File: src/rtl/dual_hysteresis_alarm_cooldown_top_macros.svh
// Assertion macros used by the alarm block's top-level RTL file.
`ifndef DUAL_HYSTERESIS_ALARM_COOLDOWN_TOP_MACROS_SVH
`define DUAL_HYSTERESIS_ALARM_COOLDOWN_TOP_MACROS_SVH

// Same-cycle implication, sampled on clk and switched off during rst.
`define DHAC_ASSERT_NOW(name, pre, post, msg) \
  name: assert property (@(posedge clk) disable iff (rst) (pre) |-> (post)) \
    else $error(msg);

// Next-cycle implication, sampled on clk and switched off during rst.
`define DHAC_ASSERT_NEXT(name, pre, post, msg) \
  name: assert property (@(posedge clk) disable iff (rst) (pre) |=> (post)) \
    else $error(msg);

`endif

File: src/rtl/dhac_pkg.sv
// Shared types and constants for the dual hysteresis alarm block.
package dhac_pkg;

  // Common signed width for limit and value comparisons, with room for margins.
  typedef logic signed [9:0] ext_t;

  // Beep pattern codes carried by each result.
  typedef enum logic [1:0] {
    BEEP_NONE = 2'd0,
    BEEP_BOTH = 2'd1,
    BEEP_TEMP = 2'd2,
    BEEP_HUMI = 2'd3
  } beep_t;

  // Configuration register indexes.
  typedef enum logic [2:0] {
    REG_TEMP_HIGH = 3'd0,
    REG_TEMP_LOW  = 3'd1,
    REG_TEMP_MARG = 3'd2,
    REG_HUMI_HIGH = 3'd3,
    REG_HUMI_LOW  = 3'd4,
    REG_HUMI_MARG = 3'd5,
    REG_COOLDOWN  = 3'd6
  } cfg_reg_t;

  // Register values after reset.
  localparam logic signed [7:0] TEMP_HIGH_RST = 8'sd35;
  localparam logic signed [7:0] TEMP_LOW_RST  = 8'sd24;
  localparam logic [5:0]        TEMP_MARG_RST = 6'd1;
  localparam logic [7:0]        HUMI_HIGH_RST = 8'd80;
  localparam logic [7:0]        HUMI_LOW_RST  = 8'd35;
  localparam logic [5:0]        HUMI_MARG_RST = 6'd3;
  localparam logic [31:0]       COOLDOWN_RST  = 32'd30000;

endpackage

File: src/rtl/dhac_channel.sv
// One channel's hysteresis tracker: abnormal flag register and its update logic.
module dhac_channel (
  input  logic          clk,
  input  logic          rst,
  input  logic          update,
  input  dhac_pkg::ext_t value,
  input  dhac_pkg::ext_t high_limit,
  input  dhac_pkg::ext_t low_limit,
  input  logic [5:0]    margin,
  output logic          flag,
  output logic          flag_next
);

  dhac_pkg::ext_t margin_ext;
  dhac_pkg::ext_t clear_high;
  dhac_pkg::ext_t clear_low;
  logic           set_cond;
  logic           clear_cond;

  // Clear window is the limits pulled inwards by the margin, computed without wrap.
  assign margin_ext = $signed({4'b0000, margin});
  assign clear_high = high_limit - margin_ext;
  assign clear_low  = low_limit + margin_ext;

  // Set on reaching either limit; clear only inside the narrowed window.
  assign set_cond   = (value >= high_limit) || (value <= low_limit);
  assign clear_cond = (value <= clear_high) && (value >= clear_low);
  assign flag_next  = flag ? !clear_cond : set_cond;

  // Flag follows the sample that is being retired.
  always_ff @(posedge clk) begin
    if (rst) begin
      flag <= 1'b0;
    end else if (update) begin
      flag <= flag_next;
    end
  end

endmodule

File: src/rtl/dual_hysteresis_alarm_cooldown_top.sv
// Top level of the dual-channel hysteresis alarm with cooldown.

// Takes one temperature/humidity sample per clock and returns one result per
// sample: both abnormal flags and a beep code (none, combined, temperature,
// humidity). A request is accepted when sample_valid is high and sample_stall is
// low. An accepted sample is held in the input register and moves on into the
// result register, which sets result_valid, once that register is empty or its
// result is being taken. A new sample is taken every cycle as long as the
// result side keeps up. All flag, window and cooldown logic is combinational
// between the input register and the result register, which loads together
// with the flags and the three time stamps. Configuration writes are always
// taken (cfg_ready is high), act at once, and writes to unknown indexes are
// dropped.
`include "dual_hysteresis_alarm_cooldown_top_macros.svh"

module dual_hysteresis_alarm_cooldown_top (
  input  logic               clk,
  input  logic               rst,
  // Sample channel
  input  logic               sample_valid,
  output logic               sample_stall,
  input  logic signed [7:0]  temperature,
  input  logic [7:0]         humidity,
  input  logic [31:0]        time_ms,
  // Result channel
  output logic               result_valid,
  input  logic               result_stall,
  output logic               temp_abnormal,
  output logic               humi_abnormal,
  output logic [1:0]         beep_code,
  // Configuration write channel
  input  logic               cfg_valid,
  output logic               cfg_ready,
  input  logic [2:0]         cfg_index,
  input  logic [31:0]        cfg_data
);

  // Configuration registers
  logic signed [7:0] temp_high_limit;
  logic signed [7:0] temp_low_limit;
  logic [5:0]        temp_margin;
  logic [7:0]        humi_high_limit;
  logic [7:0]        humi_low_limit;
  logic [5:0]        humi_margin;
  logic [31:0]       cooldown_ms;

  // Input register
  logic              s1_valid;
  logic signed [7:0] temperature_q;
  logic [7:0]        humidity_q;
  logic [31:0]       time_q;

  // State
  logic              temp_flag;
  logic              humi_flag;
  logic              temp_flag_next;
  logic              humi_flag_next;
  logic [31:0]       temp_stamp;
  logic [31:0]       humi_stamp;
  logic [31:0]       both_stamp;

  logic              sample_accept;
  logic              s1_move;
  logic              temp_due;
  logic              humi_due;
  logic              both_due;
  dhac_pkg::beep_t   code_next;

  // Configuration port never stalls.
  assign cfg_ready = 1'b1;

  always_ff @(posedge clk) begin
    if (rst) begin
      temp_high_limit <= dhac_pkg::TEMP_HIGH_RST;
      temp_low_limit  <= dhac_pkg::TEMP_LOW_RST;
      temp_margin     <= dhac_pkg::TEMP_MARG_RST;
      humi_high_limit <= dhac_pkg::HUMI_HIGH_RST;
      humi_low_limit  <= dhac_pkg::HUMI_LOW_RST;
      humi_margin     <= dhac_pkg::HUMI_MARG_RST;
      cooldown_ms     <= dhac_pkg::COOLDOWN_RST;
    end else if (cfg_valid && cfg_ready) begin
      unique case (dhac_pkg::cfg_reg_t'(cfg_index))
        dhac_pkg::REG_TEMP_HIGH: temp_high_limit <= $signed(cfg_data[7:0]);
        dhac_pkg::REG_TEMP_LOW:  temp_low_limit  <= $signed(cfg_data[7:0]);
        dhac_pkg::REG_TEMP_MARG: temp_margin     <= cfg_data[5:0];
        dhac_pkg::REG_HUMI_HIGH: humi_high_limit <= cfg_data[7:0];
        dhac_pkg::REG_HUMI_LOW:  humi_low_limit  <= cfg_data[7:0];
        dhac_pkg::REG_HUMI_MARG: humi_margin     <= cfg_data[5:0];
        dhac_pkg::REG_COOLDOWN:  cooldown_ms     <= cfg_data;
        default: begin
        end
      endcase
    end
  end

  // Handshake: the input register empties whenever the result register can take it.
  assign s1_move       = s1_valid && (!result_valid || !result_stall);
  assign sample_stall  = s1_valid && !s1_move;
  assign sample_accept = sample_valid && !sample_stall;

  always_ff @(posedge clk) begin
    if (rst) begin
      s1_valid <= 1'b0;
    end else if (sample_accept) begin
      s1_valid <= 1'b1;
    end else if (s1_move) begin
      s1_valid <= 1'b0;
    end
  end

  always_ff @(posedge clk) begin
    if (sample_accept) begin
      temperature_q <= temperature;
      humidity_q    <= humidity;
      time_q        <= time_ms;
    end
  end

  // Channel trackers
  dhac_channel u_temp (
    .clk        (clk),
    .rst        (rst),
    .update     (s1_move),
    .value      ($signed({{2{temperature_q[7]}}, temperature_q})),
    .high_limit ($signed({{2{temp_high_limit[7]}}, temp_high_limit})),
    .low_limit  ($signed({{2{temp_low_limit[7]}}, temp_low_limit})),
    .margin     (temp_margin),
    .flag       (temp_flag),
    .flag_next  (temp_flag_next)
  );

  dhac_channel u_humi (
    .clk        (clk),
    .rst        (rst),
    .update     (s1_move),
    .value      ($signed({2'b00, humidity_q})),
    .high_limit ($signed({2'b00, humi_high_limit})),
    .low_limit  ($signed({2'b00, humi_low_limit})),
    .margin     (humi_margin),
    .flag       (humi_flag),
    .flag_next  (humi_flag_next)
  );

  // Cooldown checks with wrapping time differences.
  assign both_due = (32'(time_q - both_stamp) >= cooldown_ms);
  assign temp_due = (32'(time_q - temp_stamp) >= cooldown_ms);
  assign humi_due = (32'(time_q - humi_stamp) >= cooldown_ms);

  // Beep selection: combined alarm takes priority over single channels.
  always_comb begin
    code_next = dhac_pkg::BEEP_NONE;
    priority if (temp_flag_next && humi_flag_next) begin
      if (both_due) code_next = dhac_pkg::BEEP_BOTH;
    end else if (temp_flag_next) begin
      if (temp_due) code_next = dhac_pkg::BEEP_TEMP;
    end else if (humi_flag_next) begin
      if (humi_due) code_next = dhac_pkg::BEEP_HUMI;
    end else begin
      code_next = dhac_pkg::BEEP_NONE;
    end
  end

  // Stamp updates on the retiring sample.
  always_ff @(posedge clk) begin
    if (rst) begin
      temp_stamp <= '0;
      humi_stamp <= '0;
      both_stamp <= '0;
    end else if (s1_move) begin
      unique case (code_next)
        dhac_pkg::BEEP_BOTH: begin
          both_stamp <= time_q;
          temp_stamp <= time_q;
          humi_stamp <= time_q;
        end
        dhac_pkg::BEEP_TEMP: temp_stamp <= time_q;
        dhac_pkg::BEEP_HUMI: humi_stamp <= time_q;
        default: begin
        end
      endcase
    end
  end

  // Result register
  always_ff @(posedge clk) begin
    if (rst) begin
      result_valid <= 1'b0;
    end else if (s1_move) begin
      result_valid <= 1'b1;
    end else if (!result_stall) begin
      result_valid <= 1'b0;
    end
  end

  always_ff @(posedge clk) begin
    if (s1_move) begin
      temp_abnormal <= temp_flag_next;
      humi_abnormal <= humi_flag_next;
      beep_code     <= code_next;
    end
  end

  // A combined alarm is only ever reported with both flags set.
  `DHAC_ASSERT_NOW(a_both_flags,
    result_valid && beep_code == 2'(dhac_pkg::BEEP_BOTH),
    temp_abnormal && humi_abnormal, "combined alarm without both flags")
  // A temperature alarm means the temperature channel alone is abnormal.
  `DHAC_ASSERT_NOW(a_temp_only,
    result_valid && beep_code == 2'(dhac_pkg::BEEP_TEMP),
    temp_abnormal && !humi_abnormal, "temperature alarm with wrong flags")
  // After a combined alarm all three stamps agree.
  `DHAC_ASSERT_NEXT(a_stamps_sync, s1_move && code_next == dhac_pkg::BEEP_BOTH,
    both_stamp == temp_stamp && temp_stamp == humi_stamp,
    "stamps differ after combined alarm")
  // An accepted sample always lands in the input register.
  `DHAC_ASSERT_NEXT(a_accept_held, sample_accept, s1_valid, "accepted sample lost")
  // The flags seen on a result are the tracked state after that sample.
  `DHAC_ASSERT_NEXT(a_flag_match, s1_move,
    temp_abnormal == temp_flag && humi_abnormal == humi_flag,
    "result flags differ from state")

endmodule
File: config.mk
export PLATFORM = sky130hd
export DESIGN_NAME = dual_hysteresis_alarm_cooldown_top
export DESIGN_NICKNAME = d
export VERILOG_FILES = /design/src/rtl/dhac_pkg.sv /design/src/rtl/dhac_channel.sv /design/src/rtl/dual_hysteresis_alarm_cooldown_top.sv
export VERILOG_INCLUDE_DIRS = /design/src /design/src/rtl
export SDC_FILE = /design/constraint.sdc
export NUM_CORES = 1
export LEC_CHECK = 0
export ABC_CLOCK_PERIOD_IN_PS = 6400
export BUFFER_PORTS_ARGS = -buffer_cell sky130_fd_sc_hd__buf_2
export CAP_MARGIN = 40
export CORE_MARGIN = 2
export CORE_UTILIZATION = 55
export CTS_CLUSTER_SIZE = 16
export DETAILED_ROUTE_END_ITERATION = 8
export PLACE_DENSITY_LB_ADDON = 0.25
export SYNTH_ARGS = -nofsm -noshare
export SYNTH_HDL_FRONTEND = slang
export SYNTH_SLANG_ARGS = --single-unit
export TNS_END_PERCENT = 100
File: constraint.sdc
create_clock -name clk -period 6.4 [get_ports clk]
set_input_delay 1.28 -clock clk [delete_from_list [all_inputs] [get_ports clk]]
set_output_delay 1.28 -clock clk [all_outputs]
set_load 0.02 [all_outputs]
# Word-level counts from Yosys, hierarchy flattened
# Cells that the tools add are included.
word_totals:
  regBits: 228
  out_inout_bits: 7
  wordCells: 89
op_classes:
  add_sub_neg: 7
  n_lt_le_gt_ge: 11
  eq_ne: 10
  mux: 12
  reduce_logical: 29
op_table:
  columns: ["operator", "count"]
  rows:
  - ["$ge 32x32->1", 3]
  - ["$sub 32x32->32", 3]
  - ["$reduce_and 2->1", 10]
  - ["$ge 8x8->1", 2]
  - ["$le 8x8->1", 2]
  - ["$ge 9x10->1", 1]
  - ["$le 9x10->1", 1]
  - ["$mux 2", 5]
  - ["$add 8x6->9", 1]
  - ["$add 8x7->9", 1]
  - ["$eq 3x3->1 const B", 3]
  - ["$ge 8x9->1", 1]
  - ["$le 8x9->1", 1]
  - ["$sub 8x6->9", 1]
  - ["$sub 8x7->9", 1]
  - ["$mux 1", 7]
  - ["$eq 3x2->1 const B", 2]
  - ["$logic_and 1x1->1", 6]
  - ["$logic_not 1->1", 6]
  - ["$eq 2x2->1 const B", 2]
  - ["$reduce_or 2->1", 2]
  - ["$eq 3x1->1 const B", 1]
  - ["$logic_not 3->1", 1]
  - ["$logic_or 1x1->1", 3]
  - ["other kinds (3)", 3]

# Depth between registers and ports, before layout
logic_depth:
  word_depth: 11
  ltp_mapped: 29
  depth_no_buf: 26

# Hierarchy
# From an unflattened synthesis, not the netlist that was laid out.
hier_totals:
  cells_unflattened: 2153
  hier_area_um2: 17936.0
by_module_without_submodules:
  columns: ["module", "n_inst", "cells_each", "area_per_inst_um2", "seq_area_each_um2"]
  rows:
  - ["dual_hysteresis_alarm_cooldown_top", 1, 1752, 14786.7, 5044.8]
  - ["dhac_channel (u_humi)", 1, 205, 1605.3, 20.0]
  - ["dhac_channel (u_temp)", 1, 196, 1544.0, 20.0]

# Least setup slack after synthesis
# Ideal clock, no wire load.
synth_timing:
  kind: "register to register"
  startpoint: "register time_q[1]"
  endpoint: "register temp_stamp[10]"
  setup_time_ns: 0.070
  arrival_time_ns: 5.304
  required_ns: 6.330
  setup_slack_ns: 1.025
  stages_incl_launch_ff: 26
  n_path_buf: 2
  synth_period_minus_slack_ns: 5.375
  path_cell_list: "edfxtp_1 -> ha_1 -> nor2b_1 -> o2111ai_1 -> a311oi_1 -> nor2_1 -> o32a_1 -> o21ai_0 -> a21boi_0 -> o21ba_2 -> xnor2_1 -> ha_1 -> a21oi_1 -> nor2b_1 -> o21ai_0 -> a21oi_1 -> o31a_1 -> or3_4 -> o22ai_4 -> buf_6 -> nor2_1 -> ha_1 -> nor2_1 -> clkbuf_1 -> nand2_1 -> a21oi_1"
synth_between:
  elab_chain_len: 9
synth_rtl:
  columns: ["element", "line_no", "source"]
  rows:
  - ["from (decl)", "dual_hysteresis_alarm_cooldown_top.sv:51", "logic [31:0] time_q;"]
  - ["from (signal assigned)", "dual_hysteresis_alarm_cooldown_top.sv:115", "time_q <= time_ms;"]
  - ["$sub 32x32->32", "dual_hysteresis_alarm_cooldown_top.sv:147", "assign humi_due = (32'(time_q - humi_stamp) >= cooldown_ms);"]
  - ["$ge 32x32->1", "dual_hysteresis_alarm_cooldown_top.sv:147", null]
  - ["$mux 2", "dual_hysteresis_alarm_cooldown_top.sv:157", "if (humi_due) code_next = dhac_pkg::BEEP_HUMI;"]
  - ["$mux 2", "dual_hysteresis_alarm_cooldown_top.sv:156", "end else if (humi_flag_next) begin"]
  - ["$mux 2", "dual_hysteresis_alarm_cooldown_top.sv:154", "end else if (temp_flag_next) begin"]
  - ["$mux 2 *", "dual_hysteresis_alarm_cooldown_top.sv:152", "priority if (temp_flag_next && humi_flag_next) begin"]
  - ["via code_next[0]", "dual_hysteresis_alarm_cooldown_top.sv:67", "dhac_pkg::beep_t code_next;"]
  - ["$eq 2x1->1 / $eq 2x2->1 (equally long branches)", "dual_hysteresis_alarm_cooldown_top.sv:170", "unique case (code_next)"]
  - ["$reduce_or 2->1 (no line) *", null, null]
  - ["$reduce_and 2->1 (no line) *", null, null]
  - ["to (signal assigned)", "dual_hysteresis_alarm_cooldown_top.sv:173", "temp_stamp <= time_q;"]
  - ["to (signal assigned)", "dual_hysteresis_alarm_cooldown_top.sv:176", "dhac_pkg::BEEP_TEMP: temp_stamp <= time_q;"]
  - ["to (decl)", "dual_hysteresis_alarm_cooldown_top.sv:58", "logic [31:0] temp_stamp;"]
# Mark *: on every way through the listed nets, which the timed path passes. The rest lies on a longest branch.
# A chain may end at the register's enable or synchronous reset.

# Worst setup path in the final report
layout_timing:
  startpoint: "register time_q[0]"
  endpoint: "register both_stamp[10]"
layout_between:
  elab_chain_len: 8
layout_rtl:
  columns: ["element", "line_no", "source"]
  rows:
  - ["$sub 32x32->32", "dual_hysteresis_alarm_cooldown_top.sv:147", null]
  - ["$ge 32x32->1", "dual_hysteresis_alarm_cooldown_top.sv:147", null]
  - ["$mux 2", "dual_hysteresis_alarm_cooldown_top.sv:157", null]
  - ["$mux 2", "dual_hysteresis_alarm_cooldown_top.sv:156", null]
  - ["$mux 2", "dual_hysteresis_alarm_cooldown_top.sv:154", null]
  - ["$mux 2 *", "dual_hysteresis_alarm_cooldown_top.sv:152", null]
  - ["via code_next[0]", "dual_hysteresis_alarm_cooldown_top.sv:67", null]
  - ["$eq 2x1->1 *", "dual_hysteresis_alarm_cooldown_top.sv:170", null]
  - ["$reduce_and 2->1 (no line) *", null, null]
  - ["to (signal assigned)", "dual_hysteresis_alarm_cooldown_top.sv:172", "both_stamp <= time_q;"]
  - ["to (decl)", "dual_hysteresis_alarm_cooldown_top.sv:60", "logic [31:0] both_stamp;"]
# Marked as above.

==> results.rst <==
.. list-table::
   :header-rows: 1

   * - Metric
     - Value
   * - Ratio of final minimum period to clock period
     - 92.7%
   * - Slew Viols, Final
     - 0
   * - CTS H-tree lvls
     - 1
   * - NetSw
     - 0.00165 W
   * - Clk sinks
     - 228
   * - Number of maximum-capacitance violations
     - 0
   * - Run status
     - completed
   * - DRT Pass-1 Iters
     - 5
   * - Final std cells w/o fill
     - 2,612
   * - Area growth from synthesis to final layout
     - 10.7%
   * - Total routing resource utilization after global routing
     - 27.5%
   * - Normalized max-slew margin
     - 48.7%
   * - Min-delay worst type
     - reg -> reg
   * - Timing endpoint of the critical path
     - both_stamp[10]
   * - Width of the die
     - roughly 180 µm
   * - Number of antenna-violating nets in the routed design
     - 0
   * - Sequential element share of the synthesized area
     - between 20% and 30%
   * - Synthesized net count
     - 2,489
   * - Share of final-layout standard cells stronger than drive strength 1
     - 8.60%
   * - Clock insertion delay at the later pin of the skew report
     - 0.55 ns
   * - First DRT Iteration DRCs
     - 936
   * - Number of distinct library cells after synthesis
     - 73
   * - Setup crit start kind
     - flip-flop
   * - Number of cells in the design after placement
     - ~2,600
   * - Worst-Margin Slew
     - slightly below 0.8 ns
   * - Count of synthesis-stage warnings from yosys
     - 0
   * - Layout Nets
     - 2,563
   * - Mean routed wirelength per cell
     - 17.5 µm
   * - Clock network fraction of total power
     - around a third
   * - Total standard cell area after synthesis
     - 17,600 µm²
   * - RSZ-0062 raised after global routing
     - no
   * - Number of synthesized register bits
     - 228
   * - Total negative setup slack
     - 0 ns
   * - Average cell area after synthesis
     - 8.31 µm²
   * - Setup Slack @ Placement
     - around 0.37 ns
   * - Leading post-synthesis cells by cell area
     - dfxtp_1 20%, ha_1 20%, edfxtp_1 8.9%
   * - Vert. Die Dim
     - 183 µm
   * - Hold buffers post-CTS
     - 0
   * - Commonest non-fill, non-tap cell in the layout
     - ha_1
   * - Total via count after detailed routing
     - around 15,000
   * - First-pass GRT wire length
     - 74,700 µm
   * - Initial antenna violation count
     - 0
   * - Clock root buffer
     - clkbuf_16
   * - Ys flop type
     - dfxtp_1
   * - Clock slew at reported path FFs
     - roughly 0.060 ns
   * - Die footprint
     - 33,400 µm²
   * - IO Port Bufs
     - 93
   * - Crit path kind
     - reg -> reg
   * - Startpoint of the lowest-slack hold path
     - both_stamp[4]
   * - Cell taking the most area after synthesis
     - dfxtp_1
   * - Max VDD drop
     - 0.235 mV
   * - Switching share of power
     - 34.0%
   * - Top-area cell type share of the netlist area
     - 20.1%
   * - I/O pins
     - 95
   * - Placeable core region
     - 31,500 µm²
   * - Endpoint class of the critical path
     - flip-flop
   * - Maximum buffer depth of the clock tree
     - 3
   * - Routability cong.
     - 0.922
   * - Min Tclk post-route
     - a little under 6 ns
   * - Pin count of the biggest net entering global routing
     - 107
   * - Sequential power share
     - 33.5%
   * - Worst setup path start
     - time_q[0]
   * - Final-layout fill cell count
     - between 2,000 and 3,000
   * - Worst flop-to-flop path endpoint
     - both_stamp[10]
   * - Final wirelength
     - 45,600 µm
   * - Number of synthesized flops with an enable pin
     - 52
   * - Final Skew
     - about 0.02 ns
   * - FF-to-FF Start
     - time_q[0]
   * - Final-report setup violation count
     - 0
   * - Post-Syn Instances
     - 2,114
   * - Commonest non-fill, non-tap cells in the layout
     - 280 x ha_1, 269 x nand2_1, 225 x a21oi_1, 207 x inv_1, 176 x dfxtp_1
   * - Starting density of the core
     - a little under three fifths
   * - Maximum fanout encountered on the critical timing path
     - 32
   * - Via density
     - between 5 and 6
   * - Detailed placement HPWL
     - around 35,000 µm
   * - Power density over cell area
     - about 250 nW/µm²
   * - Number of buffers added by the clock tree synthesis step
     - 28
   * - Comb power frac
     - 33.8%
   * - N_diodes
     - 0
   * - Number of remaining DRC errors
     - 0
   * - Reg2reg setup slack
     - 0.47 ns
   * - Internal power component
     - 0.00322 W
   * - Hold violation total from the final report
     - 0
   * - Req. time, crit path
     - 6.87 ns
   * - Fin worst setup slack
     - between 0.4 and 0.5 ns
   * - Share of flip-flops with an asynchronous set or reset
     - 0%
   * - Path depth of the worst reg2reg path
     - 25
   * - Number of global-route vias before repair
     - 15,000
   * - Num rows
     - 65
   * - Pleak
     - 7.89 nW
   * - Arrival time at the worst endpoint
     - 6.41 ns
   * - Total congestion overflow after global routing
     - 0
   * - TritonCTS clock tree
     - yes
   * - FMAX
     - 169 MHz
-- repair_timing --
action                                  in CTS  in global routing
gates resized for setup                      0                  3
setup buffers                                0                  2
endpoints found under the hold margin        0                  0
endpoints found under the setup margin       0                 64
-- state kept, by name (all words and copies together) (netlist names) --
register,cells
temp_high_limit,8
cooldown_ms,32
humi_low_limit,8
temp_stamp,32
humi_margin,6
both_stamp,32
humi_abnormal,1
temperature_q,8
temp_margin,6
s1_valid,1
humi_stamp,32
humidity_q,8
humi_high_limit,8
beep_code,2
result_valid,1
temp_low_limit,8
time_q,32
temp_abnormal,1
u_humi.flag,1
u_temp.flag,1
-- worst max-delay path, stage by stage (launching register included) --
cell	delay, ns
edfxtp_1	0.41
inv_1	0.14
ha_1	0.16
inv_1	0.06
fa_1	0.40
a21o_1	0.17
a21oi_1	0.23
o21ai_0	0.20
a211o_1	0.37
a21boi_0	0.45
o22ai_1	0.19
a31o_2	0.29
xor2_1	0.14
ha_1	0.29
nand2_1	0.05
nor2_1	0.15
nand4_1	0.19
or3_1	0.40
o211ai_1	0.28
o22ai_4	0.11
nor2_1	0.14
ha_1	0.19
and3_1	0.16
buf_4	0.34
nand2_1	0.14
a21oi_1	0.16
-- final cells by class --
cell class,count,area [µm²],share of cell area [%]
repair buffers,116,713,3.67
clock buffers,42,857,4.41
clock inverters,10,82.6,0.425
well taps,402,503,2.59
flip-flops and latches,228,5080,26.1
inverters,207,777,3.99
multi-input cells,1607,11400,58.8
-- power groups by stage --
stage / clock network [W] / logic, W / registers, W
global route: 0.00168 / 0.00186 / 0.00164
detailed placement: 0 / 0.00161 / 0.00166
global placement: 0 / 0.00156 / 0.00166
floorplan: 0 / 0.00121 / 0.00164
finish: 0.00159 / 0.00164 / 0.00163
CTS: 0.00162 / 0.00163 / 0.00163
-- synthesized netlist by cell type (all sizes together), types with 37 or more instances --
cell	count
o21ai	76
o31ai	37
nor2	112
ha	280
a21oi	228
clkbuf	61
a21o	61
inv	207
xnor2	71
edfxtp	52
nand2b	55
nand2	269
dfxtp	176
-- routing by layer --
layer | track usage [%] | wire length [µm]
met5 | 0 | 0
met2 | 45.4 | 19900
met1 | 37.1 | 21400
met3 | 3.40 | 2620
met4 | 9.84 | 1700
-- worst min-delay path by stage --
stage	to	slack, ns	cells after the start
after global routing	both_stamp[16]	0.47	2
final	both_stamp[4]	0.45	2
after CTS	both_stamp[28]	0.45	2
after detailed placement	temp_stamp[7]	0.45	2
after floorplan	both_stamp[10]	0.44	2
after global placement	temp_stamp[17]	0.44	2
-- metrics by stage --
step | hold slack (ns) | total power (W) | instance area [µm²] | utilization, %
2_1_floorplan | 0.436 | 0.00286 | 17600 | -
3_3_place_gp | 0.442 | 0.00322 | 18400 | 58.6
3_5_place_dp | 0.446 | 0.00327 | 18500 | 58.7
4_1_cts | 0.454 | 0.00488 | 19400 | 61.7
5_1_grt | 0.470 | 0.00518 | 19500 | 61.8
6_report | 0.452 | 0.00487 | 19500 | 61.8
-- cells by family (layout without fill, tap and decap cells) --
logic type               count (synthesis)  in the layout  share of synthesized area [%]
AND/OR/NAND/NOR                        626            626                           17.0
AO/OA/AOI/OAI                          565            565                           20.7
adder cells (fa/ha/maj)                287            287                           20.7
buffers and inverters                  279            375                           6.14
flip-flops                             228            228                           28.9
XOR/XNOR                               107            107                           5.33
multiplexers                            21             21                           1.20
other                                    1              1                         0.0213
Note: power is estimated with default switching activity, not from simulation.
